<file path="src/hdl/jidx_pkg.sv">
// Package for the JSON id field extractor: phase and status codes, character
// constants, the result type and small byte classifiers. No dependencies.
package jidx_pkg;

  typedef enum logic [2:0] {
    PH_SEARCH = 3'd0,
    PH_SKIPWS = 3'd1,
    PH_QUOTED = 3'd2,
    PH_BARE   = 3'd3,
    PH_DONE   = 3'd4
  } phase_t;

  localparam logic [2:0] ST_OK          = 3'd0;
  localparam logic [2:0] ST_ABSENT      = 3'd1;
  localparam logic [2:0] ST_MISSING     = 3'd2;
  localparam logic [2:0] ST_INVALID     = 3'd3;
  localparam logic [2:0] ST_UNSUPPORTED = 3'd4;

  localparam logic [7:0] CH_QUOTE = 8'h22;
  localparam logic [7:0] CH_COLON = 8'h3a;
  localparam logic [7:0] CH_I     = 8'h69;
  localparam logic [7:0] CH_D     = 8'h64;
  localparam logic [7:0] CH_COMMA = 8'h2c;
  localparam logic [7:0] CH_RBRACE = 8'h7d;
  localparam logic [7:0] CH_MINUS = 8'h2d;
  localparam logic [7:0] CH_ZERO  = 8'h30;
  localparam logic [7:0] CH_NINE  = 8'h39;
  localparam logic [7:0] CH_SPACE = 8'h20;
  localparam logic [7:0] CH_TAB   = 8'h09;
  localparam logic [7:0] CH_CR    = 8'h0d;
  localparam logic [7:0] CH_LF    = 8'h0a;

  localparam logic [2:0] PATTERN_LEN = 3'd5;

  // largest magnitude that can still take a digit times ten
  localparam logic [63:0] SAT_LIMIT = 64'd1844674407370955161;

  typedef struct packed {
    logic [63:0] id;
    logic [2:0]  status;
  } res_t;

  function automatic logic [7:0] pattern_byte(input logic [2:0] idx);
    logic [7:0] c;
    case (idx)
      3'd0:    c = CH_QUOTE;
      3'd1:    c = CH_I;
      3'd2:    c = CH_D;
      3'd3:    c = CH_QUOTE;
      3'd4:    c = CH_COLON;
      default: c = 8'h00;
    endcase
    return c;
  endfunction

  function automatic logic is_space(input logic [7:0] b);
    return (b == CH_SPACE) || (b == CH_TAB) || (b == CH_CR) || (b == CH_LF);
  endfunction

  function automatic logic is_digit(input logic [7:0] b);
    return (b >= CH_ZERO) && (b <= CH_NINE);
  endfunction

endpackage

</file>
<file path="src/hdl/jidx_scan.sv">
// Per-message scanner state and its one-byte update for the id extractor.
// Depends on jidx_pkg. Gives the result combinationally on the last byte.
module jidx_scan (
  input  logic            clk,
  input  logic            rst,
  input  logic            step,
  input  logic [7:0]      data_byte,
  input  logic            last_byte,
  output logic            res_valid,
  output jidx_pkg::res_t  res
);

  jidx_pkg::phase_t phase, phase_next;
  logic [2:0]  match_count, match_count_next;
  logic [63:0] magnitude, magnitude_next;
  logic        overflowed, overflowed_next;
  logic        is_negative, is_negative_next;
  logic        digit_seen, digit_seen_next;
  logic [63:0] held_id, held_id_next;
  logic [2:0]  held_status, held_status_next;

  logic [63:0] mag_digit;
  logic        digit_ovf;
  logic [3:0]  digit_val;
  logic [63:0] value_plain;
  logic [63:0] value_signed;

  // digits are 0x30..0x39 so the low nibble is the value
  assign digit_val   = data_byte[3:0];
  assign mag_digit   = (magnitude << 3) + (magnitude << 1) + {60'd0, digit_val};
  assign digit_ovf   = (magnitude > jidx_pkg::SAT_LIMIT) ||
                       ((magnitude == jidx_pkg::SAT_LIMIT) && (digit_val > 4'd5));
  assign value_plain  = overflowed ? '1 : magnitude;
  assign value_signed = overflowed ? '1 : (is_negative ? (64'd0 - magnitude) : magnitude);

  always_comb begin
    logic       take_digit;
    logic [2:0] m;
    phase_next       = phase;
    match_count_next = match_count;
    magnitude_next   = magnitude;
    overflowed_next  = overflowed;
    is_negative_next = is_negative;
    digit_seen_next  = digit_seen;
    held_id_next     = held_id;
    held_status_next = held_status;
    take_digit       = 1'b0;
    m                = match_count;

    case (phase)
      jidx_pkg::PH_SEARCH: begin
        if (data_byte == 8'h00) begin
          held_id_next     = 64'd0;
          held_status_next = jidx_pkg::ST_ABSENT;
          phase_next       = jidx_pkg::PH_DONE;
        end else begin
          if ((match_count < jidx_pkg::PATTERN_LEN) &&
              (data_byte == jidx_pkg::pattern_byte(match_count))) begin
            m = match_count + 3'd1;
          end else if ((match_count == 3'd4) && (data_byte == jidx_pkg::CH_I)) begin
            m = 3'd2;
          end else begin
            m = (data_byte == jidx_pkg::CH_QUOTE) ? 3'd1 : 3'd0;
          end
          match_count_next = m;
          if (m == jidx_pkg::PATTERN_LEN) phase_next = jidx_pkg::PH_SKIPWS;
        end
      end
      jidx_pkg::PH_SKIPWS: begin
        if (jidx_pkg::is_space(data_byte)) begin
          phase_next = jidx_pkg::PH_SKIPWS;
        end else if (data_byte == jidx_pkg::CH_QUOTE) begin
          phase_next = jidx_pkg::PH_QUOTED;
        end else if (jidx_pkg::is_digit(data_byte)) begin
          take_digit = 1'b1;
          phase_next = jidx_pkg::PH_BARE;
        end else if (data_byte == jidx_pkg::CH_MINUS) begin
          is_negative_next = 1'b1;
          phase_next       = jidx_pkg::PH_BARE;
        end else begin
          held_id_next     = 64'd0;
          held_status_next = jidx_pkg::ST_UNSUPPORTED;
          phase_next       = jidx_pkg::PH_DONE;
        end
      end
      jidx_pkg::PH_QUOTED: begin
        if (jidx_pkg::is_digit(data_byte)) begin
          take_digit = 1'b1;
        end else if ((data_byte == jidx_pkg::CH_QUOTE) && digit_seen) begin
          held_id_next     = value_plain;
          held_status_next = jidx_pkg::ST_OK;
          phase_next       = jidx_pkg::PH_DONE;
        end else begin
          held_id_next     = 64'd0;
          held_status_next = jidx_pkg::ST_INVALID;
          phase_next       = jidx_pkg::PH_DONE;
        end
      end
      jidx_pkg::PH_BARE: begin
        if (jidx_pkg::is_digit(data_byte)) begin
          take_digit = 1'b1;
        end else if (digit_seen && ((data_byte == jidx_pkg::CH_COMMA) ||
                                    (data_byte == jidx_pkg::CH_RBRACE) ||
                                    jidx_pkg::is_space(data_byte))) begin
          held_id_next     = value_signed;
          held_status_next = jidx_pkg::ST_OK;
          phase_next       = jidx_pkg::PH_DONE;
        end else begin
          held_id_next     = 64'd0;
          held_status_next = jidx_pkg::ST_INVALID;
          phase_next       = jidx_pkg::PH_DONE;
        end
      end
      default: begin
        // decided, or a meaningless code: ignore bytes until the last one
        phase_next = phase;
      end
    endcase

    if (take_digit) begin
      digit_seen_next = 1'b1;
      if (!overflowed) begin
        if (digit_ovf) overflowed_next = 1'b1;
        else           magnitude_next  = mag_digit;
      end
    end
  end

  // result as seen after this byte's update
  always_comb begin
    res.id     = 64'd0;
    res.status = jidx_pkg::ST_INVALID;
    case (phase_next)
      jidx_pkg::PH_SEARCH: res.status = jidx_pkg::ST_ABSENT;
      jidx_pkg::PH_SKIPWS: res.status = jidx_pkg::ST_MISSING;
      jidx_pkg::PH_QUOTED,
      jidx_pkg::PH_BARE:   res.status = jidx_pkg::ST_INVALID;
      default: begin
        res.status = held_status_next;
        res.id     = (held_status_next == jidx_pkg::ST_OK) ? held_id_next : 64'd0;
      end
    endcase
  end

  assign res_valid = step && last_byte;

  always_ff @(posedge clk) begin
    if (rst || (step && last_byte)) begin
      phase       <= jidx_pkg::PH_SEARCH;
      match_count <= 3'd0;
      magnitude   <= 64'd0;
      overflowed  <= 1'b0;
      is_negative <= 1'b0;
      digit_seen  <= 1'b0;
      held_id     <= 64'd0;
      held_status <= jidx_pkg::ST_ABSENT;
    end else if (step) begin
      phase       <= phase_next;
      match_count <= match_count_next;
      magnitude   <= magnitude_next;
      overflowed  <= overflowed_next;
      is_negative <= is_negative_next;
      digit_seen  <= digit_seen_next;
      held_id     <= held_id_next;
      held_status <= held_status_next;
    end
  end

  // a finished message leaves the scanner ready for the next one
  a_restart: assert property (@(posedge clk) disable iff (rst)
    step && last_byte |=> phase == jidx_pkg::PH_SEARCH && match_count == 3'd0 &&
                          magnitude == 64'd0 && !overflowed)
    else $error("scanner not cleared after last byte");

  // nothing accumulates before the value starts
  a_skipws_clean: assert property (@(posedge clk) disable iff (rst)
    phase == jidx_pkg::PH_SKIPWS |-> magnitude == 64'd0 && !digit_seen && !is_negative)
    else $error("value state dirty while skipping whitespace");

  // saturation freezes the magnitude
  a_ovf_hold: assert property (@(posedge clk) disable iff (rst)
    overflowed && step && !last_byte |=> $stable(magnitude))
    else $error("magnitude changed after overflow");

endmodule

</file>
<file path="src/hdl/json_id_field_extractor.sv">
// Top level of the JSON id field extractor: input word register, scanner and
// result register. Depends on jidx_pkg and jidx_scan.
//
// The block takes one message byte per word and, on the word marked last_byte,
// gives one result word holding the id from the first "id": field and a status
// code (0 ok, 1 field absent, 2 value missing, 3 invalid format, 4 unsupported
// type); request_id is 0 whenever status is not ok. One byte is taken every
// cycle while the result side keeps up; a result becomes valid once its last
// byte has gone through the input register and then the scan update into
// the result register. The per-byte path is one 64-bit times-ten add with the
// saturation compare. No other words produce output.
module json_id_field_extractor (
  input  logic        clk,
  input  logic        rst,
  input  logic        in_valid,
  output logic        in_ready,
  input  logic [7:0]  data_byte,
  input  logic        last_byte,
  output logic        out_valid,
  input  logic        out_ready,
  output logic [63:0] request_id,
  output logic [2:0]  status
);

  logic           in_q_valid;
  logic [7:0]     in_q_byte;
  logic           in_q_last;
  logic           advance;
  logic           step;
  logic           res_valid;
  jidx_pkg::res_t res;

  assign advance  = !out_valid || out_ready;
  assign step     = in_q_valid && advance;
  assign in_ready = !in_q_valid || advance;

  always_ff @(posedge clk) begin
    if (rst) begin
      in_q_valid <= 1'b0;
    end else if (in_valid && in_ready) begin
      in_q_valid <= 1'b1;
    end else if (advance) begin
      in_q_valid <= 1'b0;
    end
  end

  always_ff @(posedge clk) begin
    if (in_valid && in_ready) begin
      in_q_byte <= data_byte;
      in_q_last <= last_byte;
    end
  end

  jidx_scan u_scan (
    .clk       (clk),
    .rst       (rst),
    .step      (step),
    .data_byte (in_q_byte),
    .last_byte (in_q_last),
    .res_valid (res_valid),
    .res       (res)
  );

  always_ff @(posedge clk) begin
    if (rst) begin
      out_valid <= 1'b0;
    end else if (advance) begin
      out_valid <= res_valid;
    end
  end

  always_ff @(posedge clk) begin
    if (advance && res_valid) begin
      request_id <= res.id;
      status     <= res.status;
    end
  end

  a_fail_zero: assert property (@(posedge clk) disable iff (rst)
    out_valid && status != jidx_pkg::ST_OK |-> request_id == 64'd0)
    else $error("nonzero id with failure status");

  a_status_range: assert property (@(posedge clk) disable iff (rst)
    out_valid |-> status <= jidx_pkg::ST_UNSUPPORTED)
    else $error("status code out of range");

  // an empty input register never blocks the input side
  a_ready_empty: assert property (@(posedge clk) disable iff (rst)
    !in_q_valid |-> in_ready)
    else $error("input stalled with empty register");

endmodule

</file>
<file path="config.mk">
export PLATFORM = sky130hd
export DESIGN_NAME = json_id_field_extractor
export DESIGN_NICKNAME = d
export VERILOG_FILES = /design/src/hdl/jidx_pkg.sv /design/src/hdl/jidx_scan.sv /design/src/hdl/json_id_field_extractor.sv
export SDC_FILE = /design/constraint.sdc
export NUM_CORES = 1
export LEC_CHECK = 0
export BUFFER_PORTS_ARGS = -buffer_cell sky130_fd_sc_hd__buf_4
export CORE_MARGIN = 2
export CORE_UTILIZATION = 30
export CTS_CLUSTER_DIAMETER = 30
export CTS_CLUSTER_SIZE = 20
export DETAILED_ROUTE_END_ITERATION = 16
export GPL_TIMING_DRIVEN = 0
export PLACE_DENSITY_LB_ADDON = 0.12
export SLEW_MARGIN = 20
export SYNTH_ARGS = -nofsm -noshare
export SYNTH_HDL_FRONTEND = slang
export SYNTH_SLANG_ARGS = --single-unit
export TNS_END_PERCENT = 1
</file>
<file path="constraint.sdc">
create_clock -name clk -period 4.6 [get_ports clk]
set_input_delay 1.15 -clock clk [delete_from_list [all_inputs] [get_ports clk]]
set_output_delay 1.15 -clock clk [all_outputs]
set_load 0.02 [all_outputs]
</file>
* After elaboration in Yosys (flattened, before gate mapping)
Index checks and enable logic that the tools add are counted.
** Operators by class
- Muxes and demuxes :: 48
- Bitwise gates (word level) :: 7
- Reduce and logical (&&, ||, !) cells :: 35
- Equality and inequality tests :: 22
- Add/sub/neg operators :: 4
- $lt $le $gt $ge :: 5
** Operators with widths (number)
- two-way mux 64 bit :: 12
- one-hot mux 64 bit (4 select lines) :: 1
- adder 64 x 4 -> 64 bit :: 1
- adder 64 bit :: 1
- == test 64 x 61 -> 1 bit (second input constant) :: 1
- > comparator 64 x 61 -> 1 bit (second input constant) :: 1
- subtractor 1 x 64 -> 64 bit (first input constant) :: 1
- two-way mux 3 bit :: 18
- == test 8 x 6 -> 1 bit (second input constant) :: 4
- one-hot mux 7 bit (4 select lines) :: 1
- == test 8 x 4 -> 1 bit (second input constant) :: 3
- == test 3 x 2 -> 1 bit (second input constant) :: 6
- one-hot mux 3 bit (3 select lines) :: 2
- == test 8 x 7 -> 1 bit (second input constant) :: 2
- two-way mux 8 bit :: 2
- logical NOT 3 bit :: 4
- one-hot mux 3 bit (4 select lines) :: 1
- logical AND 1 bit :: 10
- == test 3 x 1 -> 1 bit (second input constant) :: 3
- logical OR 1 bit :: 9
- == test 8 bit :: 1
- >= comparator 8 x 6 -> 1 bit (second input constant) :: 1
- less-or-equal comparator 8 x 6 -> 1 bit (second input constant) :: 1
- logical NOT 8 bit :: 1
- other kinds (16) :: 34
** Storage, ports and cells
- Register bits after elaboration :: 218
- Input port bits :: 13
- Output and inout bits :: 69
- Word-level logic and storage cells :: 135

* Depth between registers and ports, before layout
Gate-level depths: netlist (run 1).
- Word-level depth :: 17
- Mapped depth :: 14
- Depth with buffers taken out :: 13

* Cells and area by module
Synthesis (run 1) repeated with hierarchy kept, for this count alone.
** Second synthesis, totals
- Cell total of the unflattened synthesis :: 2010
- Area total of the unflattened synthesis :: 15846.4 um2
** Modules (own cells, without submodules)
- jidx_scan :: times used 1, cells an instance 1923, sequential area each 2802.7 um2, area each 13455.4 um2
- json_id_field_extractor :: times used 1, cells an instance 87, sequential area each 2322.2 um2, area each 2391.0 um2

* Worst setup path before layout (run 1)
No wires, ideal clock.
- Path kind :: input to register
- From :: in out_ready
- To :: reg u_scan.held_id[26]
- Slack :: 249 ps
- Path buffers :: 4
- Setup time :: 128 ps
- Arrival time :: 4223 ps
- Stages on the path :: 10
- Required time :: 4472 ps
- Cells stage by stage :: nand2b_1 and2_1 clkbuf_1 nand2_1 inv_1 or2_2 clkbuf_1 clkbuf_1 clkbuf_1 nor2_1
** Between the ends
- Longest elaborated chain between the ends :: 4
** RTL lines
- from (decl) :: line json_id_field_extractor.sv:20 : input logic out_ready,
- logical OR 1 bit (*) :: line json_id_field_extractor.sv:33 : assign advance = !out_valid || out_ready;
- logical AND 1 bit (*) :: line json_id_field_extractor.sv:34 : assign step = in_q_valid && advance;
- logical AND 1 bit :: line jidx_scan.sv:148 : if (rst || (step && last_byte)) begin
- logical OR 1 bit :: line jidx_scan.sv:148
- to (signal assigned) :: line jidx_scan.sv:164 : held_id <= held_id_next;
- to (decl) :: line jidx_scan.sv:19 : logic [63:0] held_id, held_id_next;
Every way passes the cells marked *; elsewhere a longest branch is shown, timed or not.
A chain may end at the register's enable or synchronous reset.

* Worst setup path in the final report (run 1)
- From :: in out_ready
- To :: reg u_scan.magnitude[55]
** Between the ends
- Longest elaborated chain between the ends :: 4
- Elaborated cells on any way between the ends :: 5
- Classes of those cells :: 5 x reduce/logical
** RTL lines
- logical OR 1 bit (*) :: line json_id_field_extractor.sv:33
- logical AND 1 bit (*) :: line json_id_field_extractor.sv:34
- logical AND 1 bit :: line jidx_scan.sv:148
- logical OR 1 bit :: line jidx_scan.sv:148
- to (signal assigned) :: line jidx_scan.sv:160 : magnitude <= magnitude_next;
- to (decl) :: line jidx_scan.sv:15 : logic [63:0] magnitude, magnitude_next;
Marked as above.

==> flow_summary_export.csv, run 1 <==
group,metric,value,unit
outcome,status,"complete, no violations",
final_layout,areaGrowthSynthToFinish,19.5,%
floorplan,die_area,55800,um2
critical_path,crit_family,"buffers and inverters",
final_layout,seq_area,5120,um2
synthesis,synth_cell_types,79,
critical_path,crit_path_top_delay_cell,"clkbuf_1",
critical_path,arrival,4.87,ns
sta,final.min_clock_period,4.47,ns
clock_tree,path_clk_slew,0.05,ns
sta,tightest_slew,1.04,ns
floorplan,die_h,236,um
clock_tree,cts_setup_buffers,0,
drt,wirelength,64.0,mm
global_routing,grt_antenna_before_repair,0,
synthesis,synth_top_area_share,17.6,%
global_routing,grt_pass1_vias,15800,
placement,dp_hpwl,50.2,mm
sta,relSlewSlack,30.5,%
final_layout,n_antenna_cell,0,
placement,pre_cts_ws,-0.604,ns
critical_path,endpoint_kind,"register",
sta,skew,0.0260,ns
job,cap_violations,0,
final_layout,final_cell_mix,"279 x nand2_1, 265 x a21oi_1, 240 x o21ai_0, 167 x nor2_1, 142 x dfxtp_1",
clock_tree,cts_sinks,218,
global_routing,grt.total_usage,22.4,%
placement,dp.cells,2872,
sta,hold_viol,0,
min_path,holdPathEnd,"u_scan.held_id[5]",
clock_tree,clk_latency,0.57,ns
floorplan,initial_core_util,30.2,%
power_and_ir_drop,p_leak,7.57,nW
sta,setup_viol,0,
clock_tree,post_cts_hold_buffer_count,0,
final_layout,multi_input_area,10400,um2
min_path,min_from,"u_scan.held_id[5]",
clock_tree,clockRootBuffer,"clkbuf_16",
synthesis,synth_top_area_cell,"dfxtp_1",
final_layout,final_cells,2961,
critical_path,crit_type,"in2reg",
critical_path,critPathMaxStageDelay,0.83,ns
synthesis,synthCells,2093,
critical_path,reg2reg_slack,0.20,ns
drt,drt-initial-drc-count,1511,
placement,place_congestion,0.928,
synthesis,synth.cell_area,16200,um2
sta,post-route-period-util,97.3,%
synthesis,seq_area_frac_synth,31.7,%
sta,finalWorstSetupSlack,0.126,ns
synthesis,yosys-top-cells-area,"dfxtp_1 18%, edfxtp_1 14%, ha_1 10%, a21oi_1 8.2%, o21ai_0 7.5%",
drt,wl_per_cell,21.6,um
clock_tree,cts_tree,"built",
floorplan,core_area,53600,um2
synthesis,syn_nets,2237,
global_routing,grt_max_degree,60,
final_layout,fin_util,36.1,%
critical_path,cp_cell_sequence,"buf_4, nand2b_1, and2_1, clkbuf_1, nand2_1, inv_4, or2_2, clkbuf_1, clkbuf_1, clkbuf_1, a21oi_1",
critical_path,worstPathRequired,4.99,ns
drt,avgViaCountPerCell,5.60,
sta,drv_slew,0,
floorplan,pin_count,82,
sta,timing.hold.ws,0.445,ns
power_and_ir_drop,pwr_density_cell,294,nW/um2
critical_path,worst_r2r_path_depth,13,
clock_tree,clockBufferDepth,3,
global_routing,grt_pass1_wl,97.5,mm
clock_tree,cts_resized,2,
min_path,whs_path_depth,2,
placement,port_buffers,81,
floorplan,die_w,236,um
critical_path,cp-start-kind,"primary input",
drt,drt-pass1-iter-count,5,
synthesis,ys_seq_elements,218,
synthesis,synth_warnings,0,
min_path,min_path_type,"reg2reg",
sta,fmax,224,MHz
final_layout,num-fill-cells,5609,
drt,ant_nets,0,
final_layout,nNetsFinal,2370,
clock_tree,cts_buffers,48,
synthesis,synth_edf_count,76,
global_routing,overflow,0,
critical_path,cp_max_fo,11,
critical_path,r2r_end,"request_id[43]",
clock_tree,htreeDepth,2,
critical_path,r2r-start,"in_q_byte[6]",
drt,drc,0,
critical_path,crit_top_cell,"clkbuf_1",
synthesis,ys.flop_type,"dfxtp_1",
drt,num_vias,16600,
final_layout,layout-drive-gt1-share,9.40,%
sta,rsz0062_at_grt,"yes",
final_layout,final_common_cell,"nand2_1",
synthesis,syn_area_per_cell,7.74,um2
synthesis,synthArstFlopShare,0,%
critical_path,critical_path_buf_inv_count,6,
power_and_ir_drop,ir_worst_vdd,227,uV
floorplan,rows,85,
[worst max path at each step]
stage / startpoint / to / slack [ns] / depth (start not counted)
finish: out_ready / u_scan.magnitude[55] / 0.13 / 11
global route: in_q_byte[6] / request_id[43] / -0.02 / 13
detailed placement: out_ready / u_scan.match_count[1] / -0.60 / 11
global placement: out_ready / u_scan.is_negative / -2.49 / 11
CTS: in_q_byte[6] / request_id[25] / 0.005 / 13
floorplan: out_ready / u_scan.held_id[26] / 0.25 / 10
[kinds of logic (layout without fill, tap and decap cells)]
group | after synthesis | after routing | synth area share (%)
adders and majority gates | 131 | 131 | 10.2
and+or+nand+nor | 722 | 722 | 21.2
AOI/OAI and AO/OA | 765 | 765 | 28.4
xor gates and xnor gates | 78 | 78 | 4.22
buffers and inverters | 176 | 348 | 4.14
muxes | 3 | 3 | 0.185
DFF | 218 | 218 | 31.7
[registers in the layout (all words and copies together), names as in the netlist, 3 cells and up]
register and flops:
status 3, u_scan.held_id 64, u_scan.magnitude 64, u_scan.match_count 3, in_q_byte 8, u_scan.held_status 3
u_scan.phase 3, request_id 64
[cell type report]
class                      instances  share of cell area (%)
sequential                       218                    26.5
multi-input combinational       1699                    53.8
timing repair buffer              83                    3.31
buffer                           142                    2.83
tap                              696                    4.50
clock buffer                      56                    6.68
inverter                          34                   0.673
clock inverter                    33                    1.68
[power by group]
part | switching [mW] | internal [mW]
combinational | 0.215 | 0.0819
clock | 1.20 | 2.15
sequential | 0.0180 | 2.03
total | 1.43 | 4.26
[synthesized netlist by cell type, types with 10 or more instances]
cell      number
o21a_1        16
or4_1         11
nor2_1       167
nand3_1       45
nand4_1       37
a21oi_1      266
edfxtp_1      76
a31oi_1       24
xor2_1        24
clkbuf_1     139
nand2b_1      22
ha_1         129
a21o_1        32
or3_1         23
inv_1         34
o31ai_1       20
a211oi_1      21
xnor2_1       54
and3_1        15
and2_1        15
o21bai_1      20
nor3_1        38
nor2b_1       12
nand2_1      279
o21ai_0      243
a22o_1        13
dfxtp_1      142
o211ai_1      10
o311ai_0      10
nor4_1        18
[tightest hold or removal path, stage by stage (launching register included)]
cell,delay [ns]
dfxtp_1,0.30
inv_1,0.05
a21oi_1,0.05
[through the flow]
step                      setup TNS [ns]  power, mW  area, um2
final                                  0       5.69      19300
after global routing             -0.0220       5.85      19300
after CTS                              0       5.73      19300
after detailed placement          -17.27       2.38      17700
after global placement           -251.66       2.38      17700
after floorplan                        0       2.25      16200
[layer usage]
metal / wire [um] / up-vias / share of wire (%) / GRT usage, %
met4: 2160 / 0 / 3.4 / 7.92
li1: - / 8008 / - / -
met5: 0 / - / 0 / 0
met2: 29300 / 567 / 46 / 36.6
met1: 29100 / 7875 / 45 / 30.1
met3: 3490 / 122 / 5.4 / 3.01
Power figures use the tool's default switching activity.
==> run 2: changes to the inputs <==
--- a/config.mk
+++ b/config.mk
@@ -5,12 +5,12 @@
 export SDC_FILE = /design/constraint.sdc
 export NUM_CORES = 1
 export LEC_CHECK = 0
-export BUFFER_PORTS_ARGS = -buffer_cell sky130_fd_sc_hd__buf_4
 export CORE_MARGIN = 2
 export CORE_UTILIZATION = 30
 export CTS_CLUSTER_DIAMETER = 30
 export CTS_CLUSTER_SIZE = 20
 export DETAILED_ROUTE_END_ITERATION = 16
+export DONT_BUFFER_PORTS = 1
 export GPL_TIMING_DRIVEN = 0
 export PLACE_DENSITY_LB_ADDON = 0.12
 export SLEW_MARGIN = 20
==> run 2 against run 1 <==
  * Sequential cell count unchanged
  * First-iteration DRC count decreased by 0.20%
  * Count of clock-buffer cells in the layout increased by 7
  * Sequential share of layout area increased by 0.54 points
  * Die area unchanged
  * Routed wire length increased by 1.6%
  * Fmax increased by 2.0%
  * Worst setup slack improved by 0.090 ns
  * Via count decreased by 1.8%
  * Hold slack improved by 0.0020 ns
  * Sequential power about the same
  * Combinational power decreased by 16%
  * Largest cell class unchanged
==> flow_summary_export.csv, run 2 (synthesis gave the netlist of run 1 again) <==
group,metric,value,unit
outcome,status,"complete, no violations",
final_layout,final_cell_mix,"279 x nand2_1, 265 x a21oi_1, 238 x o21ai_0, 167 x nor2_1",
power_and_ir_drop,pwr_density_cell,323,nW/um2
final_layout,layout-drive-gt1-share,6.12,%
job,cap_violations,0,
clock_tree,cts_tree,"built",
power_and_ir_drop,seqPwrFrac,33.9,%
critical_path,endpoint_kind,"register",
min_path,min_from,"u_scan.held_id[22]",
clock_tree,post_cts_hold_buffer_count,0,
drt,avgViaCountPerCell,5.64,
global_routing,grt_pass1_vias,15800,
critical_path,arrival,4.89,ns
placement,dp.cells,2791,
sta,drv_slew,0,
drt,drt-pass1-iter-count,6,
floorplan,pin_count,82,
drt,drc,0,
floorplan,initial_core_util,30.2,%
sta,relSlewSlack,28.9,%
power_and_ir_drop,clockPowerShare,62.0,%
floorplan,die_w,236,um
sta,finalWorstSetupSlack,0.216,ns
placement,dp_hpwl,50.7,mm
clock_tree,clk_latency,0.59,ns
critical_path,crit_type,"reg2reg",
power_and_ir_drop,swShare,24.1,%
sta,rsz0062_at_grt,"yes",
floorplan,core_area,53600,um2
floorplan,die_h,236,um
final_layout,nNetsFinal,2292,
power_and_ir_drop,internal-power,4.64,mW
global_routing,grt_antenna_before_repair,0,
sta,post-route-period-util,95.3,%
drt,wirelength,65.1,mm
global_routing,overflow,0,
sta,final.min_clock_period,4.38,ns
floorplan,die_area,55800,um2
global_routing,grt.total_usage,22.9,%
placement,pre_cts_ws,-0.644,ns
floorplan,rows,85,
power_and_ir_drop,p_leak,7.29,nW
global_routing,grt_pass1_wl,99.0,mm
final_layout,n_antenna_cell,0,
clock_tree,path_clk_slew,0.05,ns
sta,tightest_slew,1.07,ns
critical_path,cp_max_fo,10,
power_and_ir_drop,ir_worst_vdd,246,uV
clock_tree,clockRootBuffer,"clkbuf_16",
final_layout,final_cells,2887,
placement,port_buffers,0,
final_layout,final_common_cell,"nand2_1",
placement,place_area,17100,um2
critical_path,r2r-start,"u_scan.magnitude[2]",
sta,fmax,228,MHz
sta,skew,0.0308,ns
clock_tree,cts_buffers,51,
drt,wl_per_cell,22.5,um
critical_path,critPathLaunch,"u_scan.magnitude[2]",
sta,hold_viol,0,
placement,place_congestion,0.910,
power_and_ir_drop,power_frac_comb,4.1,%
sta,setup_viol,0,
final_layout,fin_util,35.4,%
drt,ant_nets,0,
final_layout,seq_area,5120,um2
drt,drt-initial-drc-count,1508,
clock_tree,cts_sinks,218,
clock_tree,htreeDepth,2,
drt,num_vias,16300,
final_layout,multi_input_area,10400,um2
min_path,min_path_type,"reg2reg",
global_routing,grt_max_degree,61,
critical_path,cp-start-kind,"register",
critical_path,worstPathRequired,5.11,ns
final_layout,num-fill-cells,5625,
final_layout,reg.largest.list,"request_id (64), u_scan.held_id (64), u_scan.magnitude (64)",
clock_tree,clockBufferDepth,3,
final_layout,areaGrowthSynthToFinish,17.1,%
final_layout,stdcell_area,19000,um2
power_and_ir_drop,p_sw,1.48,mW
run 2: stage by stage:
step	hold slack (ns)	TNS, ns	power [mW]
2_1_floorplan	0.420	0	2.25
3_3_place_gp	0.435	-249.40	2.35
3_5_place_dp	0.437	-19.12	2.36
4_1_cts	0.445	0	6.16
5_1_grt	0.454	-0.115	6.27
6_report	0.447	0	6.11
run 2: power groups by stage:
stage | Sequential [mW] | Clock, mW | Combinational (mW)
after floorplan | 2.10 | 0 | 0.150
after global placement | 2.11 | 0 | 0.243
after detailed placement | 2.11 | 0 | 0.249
after CTS | 2.07 | 3.84 | 0.250
after global routing | 2.07 | 3.93 | 0.271
final | 2.07 | 3.79 | 0.250
run 2: final cells by class:
cell class                 instances  share of cell area [%]
buffer                           142                    2.88
clock buffer                      63                    7.29
clock inverter                    33                    2.40
inverter                          34                   0.687
multi-input combinational       1699                    54.9
sequential                       218                    27.0
tap                              696                    4.59
timing repair buffer               2                   0.172
run 2: repair_timing:
item                       4_1_cts  5_1_grt
setup buffers                    0        0
setup endpoints to repair       27       71
cloned                           0        0
gates resized for setup          2       11
hold endpoints to repair         0        0
run 2: critical path: stages (launching register included):
cell and delay, ns:
dfxtp_1 0.54, fa_1 0.54, ha_1 0.30, a21o_1 0.13
nand4_1 0.09, and3_1 0.24, o31ai_1 0.44, a21oi_1 0.34
o21ai_0 0.76, a31oi_1 0.24, o21ai_0 0.26, xor2_1 0.27
a22o_1 0.16
run 2: path summary, 6_finish.rpt:
| kind | depth (start not counted) | slack (ns) | endpoint |
|---|---|---|---|
| min reg2reg | 2 | 0.45 | u_scan.held_id[22] |
| max reg2reg | 12 | 0.22 | u_scan.magnitude[39] |
| min | 2 | 0.45 | u_scan.held_id[22] |
| max | 12 | 0.22 | u_scan.magnitude[39] |
run 2: per-layer routing:
layer  share of wire (%)  wire (um)  vias to the layer above  global-route usage [%]
met3                 4.7       3080                      124                    2.38
met4                 3.6       2340                        0                    8.42
met1                  46      30000                     7732                    31.0
met5                   0          0                        -                       0
li1                    -          -                     7858                       -
met2                  46      29700                      564                    37.6
==> run 3: changes to the inputs <==
==> constraint.sdc (replaced) <==
create_clock -name clk -period 4.6 [get_ports clk]
set_input_delay 0.23 -clock clk [delete_from_list [all_inputs] [get_ports clk]]
set_output_delay 0.23 -clock clk [all_outputs]
set_load 0.02 [all_outputs]
==> run 3 against run 2 <==
  * Global-route usage about the same
  * Sequential share of layout area down 0.17 points
  * Final cell count up 0.42%
  * Largest power group unchanged
  * Via count up 1.0%
  * Routed wire length up 0.27%
  * First-iteration DRC count down 2.1%
  * Core utilization up 0.22 points
  * Critical path depth down 2
  * Total power up 0.17%
  * Non-clock buffer count up 12
==> flow_summary_export.csv, run 3 (synthesis gave the netlist of run 1 again) <==
group,metric,value,unit
sta,post-route-period-util,97.5,%
global_routing,grt_util_met1,31.0,%
min_path,min_from,"rst",
placement,pre_cts_ws,-0.143,ns
power_and_ir_drop,clockPowerShare,62.0,%
placement,dp.cells,2791,
drt,drc,0,
critical_path,r2r_end,"u_scan.overflowed",
power_and_ir_drop,ir_worst_vdd,248,uV
drt,ant_nets,0,
job,cap_violations,0,
clock_tree,htreeDepth,2,
final_layout,areaGrowthSynthToFinish,17.8,%
floorplan,die_h,236,um
clock_tree,cts_setup_buffers,0,
sta,hold_viol,0,
power_and_ir_drop,pwr_density_cell,321,nW/um2
clock_tree,path_clk_slew,0.05,ns
critical_path,crit_type,"reg2reg",
global_routing,overflow,0,
clock_tree,clockBufferDepth,3,
clock_tree,clk_latency,0.59,ns
clock_tree,cts_sinks,218,
outcome,status,"complete, no violations",
final_layout,final_cell_mix,"279 x nand2_1, 265 x a21oi_1, 238 x o21ai_0, 167 x nor2_1, 144 x clkbuf_1",
min_path,whs_path_depth,3,
placement,port_buffers,0,
final_layout,fin_util,35.6,%
global_routing,grt_antenna_before_repair,0,
final_layout,final_cells,2899,
global_routing,grt.total_usage,22.9,%
floorplan,pin_count,82,
critical_path,cp_cell_sequence,"nand2b_1, and2_1, clkbuf_1, nand2_1, inv_4, or2_2, clkbuf_1, clkbuf_1, clkbuf_1, nor2_1",
critical_path,crit_path_top_delay_cell,"clkbuf_1",
critical_path,reg2reg_slack,0.11,ns
global_routing,met3_usage,2.35,%
clock_tree,cts_tree,"built",
clock_tree,clockRootBuffer,"clkbuf_16",
min_path,holdPathEnd,"u_scan.magnitude[39]",
power_and_ir_drop,p_leak,7.34,nW
final_layout,num-fill-cells,5614,
min_path,min_path_type,"in2reg",
floorplan,core_area,53600,um2
sta,drv_slew,0,
critical_path,worstPathRequired,5.00,ns
drt,num_vias,16400,
sta,relSlewSlack,27.2,%
sta,tightest_slew,1.09,ns
critical_path,endpoint_kind,"register",
floorplan,die_area,55800,um2
placement,place_area,17100,um2
sta,skew,0.0304,ns
placement,place_congestion,0.910,
drt,avgViaCountPerCell,5.67,
drt,wl_per_cell,22.5,um
sta,setup_viol,0,
global_routing,met2_usage,37.6,%
global_routing,grt_pass1_vias,15900,
placement,dp_hpwl,50.7,mm
floorplan,die_w,236,um
power_and_ir_drop,internal-power,4.65,mW
sta,finalWorstSetupSlack,0.115,ns
power_and_ir_drop,swShare,24.2,%
global_routing,grt_pass1_wl,99.1,mm
drt,drt-pass1-iter-count,6,
final_layout,final_common_cell,"nand2_1",
critical_path,cp-start-kind,"register",
critical_path,r2r-start,"out_valid",
power_and_ir_drop,power_frac_comb,4.2,%
floorplan,rows,85,
sta,rsz0062_at_grt,"yes",
power_and_ir_drop,seqPwrFrac,33.8,%
critical_path,critPathLaunch,"out_valid",
sta,fmax,223,MHz
final_layout,nNetsFinal,2304,
final_layout,reg.largest.list,"request_id (64), u_scan.held_id (64), u_scan.magnitude (64)",
clock_tree,cts_buffers,51,
global_routing,grt_max_degree,61,
drt,wirelength,65.3,mm
global_routing,top_usage_layer,"met2",
power_and_ir_drop,p_sw,1.48,mW
critical_path,worst_r2r_path_depth,10,
critical_path,arrival,4.89,ns
final_layout,layout-drive-gt1-share,5.99,%
sta,final.min_clock_period,4.49,ns
critical_path,cp_max_fo,10,
final_layout,n_antenna_cell,0,
drt,drt-initial-drc-count,1476,
floorplan,initial_core_util,30.2,%
critical_path,crit_top_cell,"clkbuf_1",
final_layout,stdcell_area,19100,um2
critical_path,critPathMaxStageDelay,0.88,ns
[run 3: layout make-up]
class                   count  area [um2]  share of cell area [%]
clock buffers              63        1380                    7.24
plain buffers             142         544                    2.85
multi-input cells        1699       10400                    54.6
well taps                 696         871                    4.57
inverters                  34         130                   0.682
repair buffers             14         153                   0.800
clock inverters            33         455                    2.39
flip-flops and latches    218        5120                    26.9
[run 3: routing by layer]
| metal | routed length (um) | vias up | share of wire, % |
|---|---|---|---|
| met5 | 0 | - | 0 |
| met1 | 30200 | 7883 | 46 |
| met2 | 29800 | 557 | 46 |
| li1 | - | 7881 | - |
| met3 | 2900 | 120 | 4.4 |
| met4 | 2310 | 0 | 3.5 |
[run 3: worst max-delay path, delay by kind of cell (launching register included)]
| family | cells | cell delay [ns] |
|---|---|---|
| buffers and inverters | 5 | 3.03 |
| and+or+nand+nor | 5 | 0.91 |
| DFF | 1 | 0.38 |
[run 3: worst max-delay path by stage]
stage | slack, ns | to
after detailed placement | -0.14 | request_id[50]
after CTS | 0.02 | u_scan.magnitude[61]
after global placement | -1.74 | u_scan.is_negative
after global routing | -0.10 | request_id[43]
after floorplan | 1.02 | u_scan.held_id[26]
final | 0.11 | u_scan.overflowed
[run 3: through the flow]
step	power [mW]	hold WS (ns)	TNS, ns
after floorplan	2.25	0.299	0
after CTS	6.17	0.120	0
after global placement	2.35	0.301	-132.58
after global routing	6.28	0.131	-0.428
after detailed placement	2.36	0.302	-1.21
final	6.12	0.124	0
[run 3: timing repair]
action                     in CTS  in global routing
hold endpoints to repair       11                  0
resized for setup               1                  8
hold buffers                   12                  0
setup endpoints to repair      19                 72
[run 3: power by group through the flow]
stage          clock [mW]  combinational (mW)  sequential, mW
2_1_floorplan           0               0.150            2.10
3_3_place_gp            0               0.243            2.11
3_5_place_dp            0               0.249            2.11
4_1_cts              3.84               0.258            2.07
5_1_grt              3.93               0.279            2.07
6_report             3.80               0.258            2.07
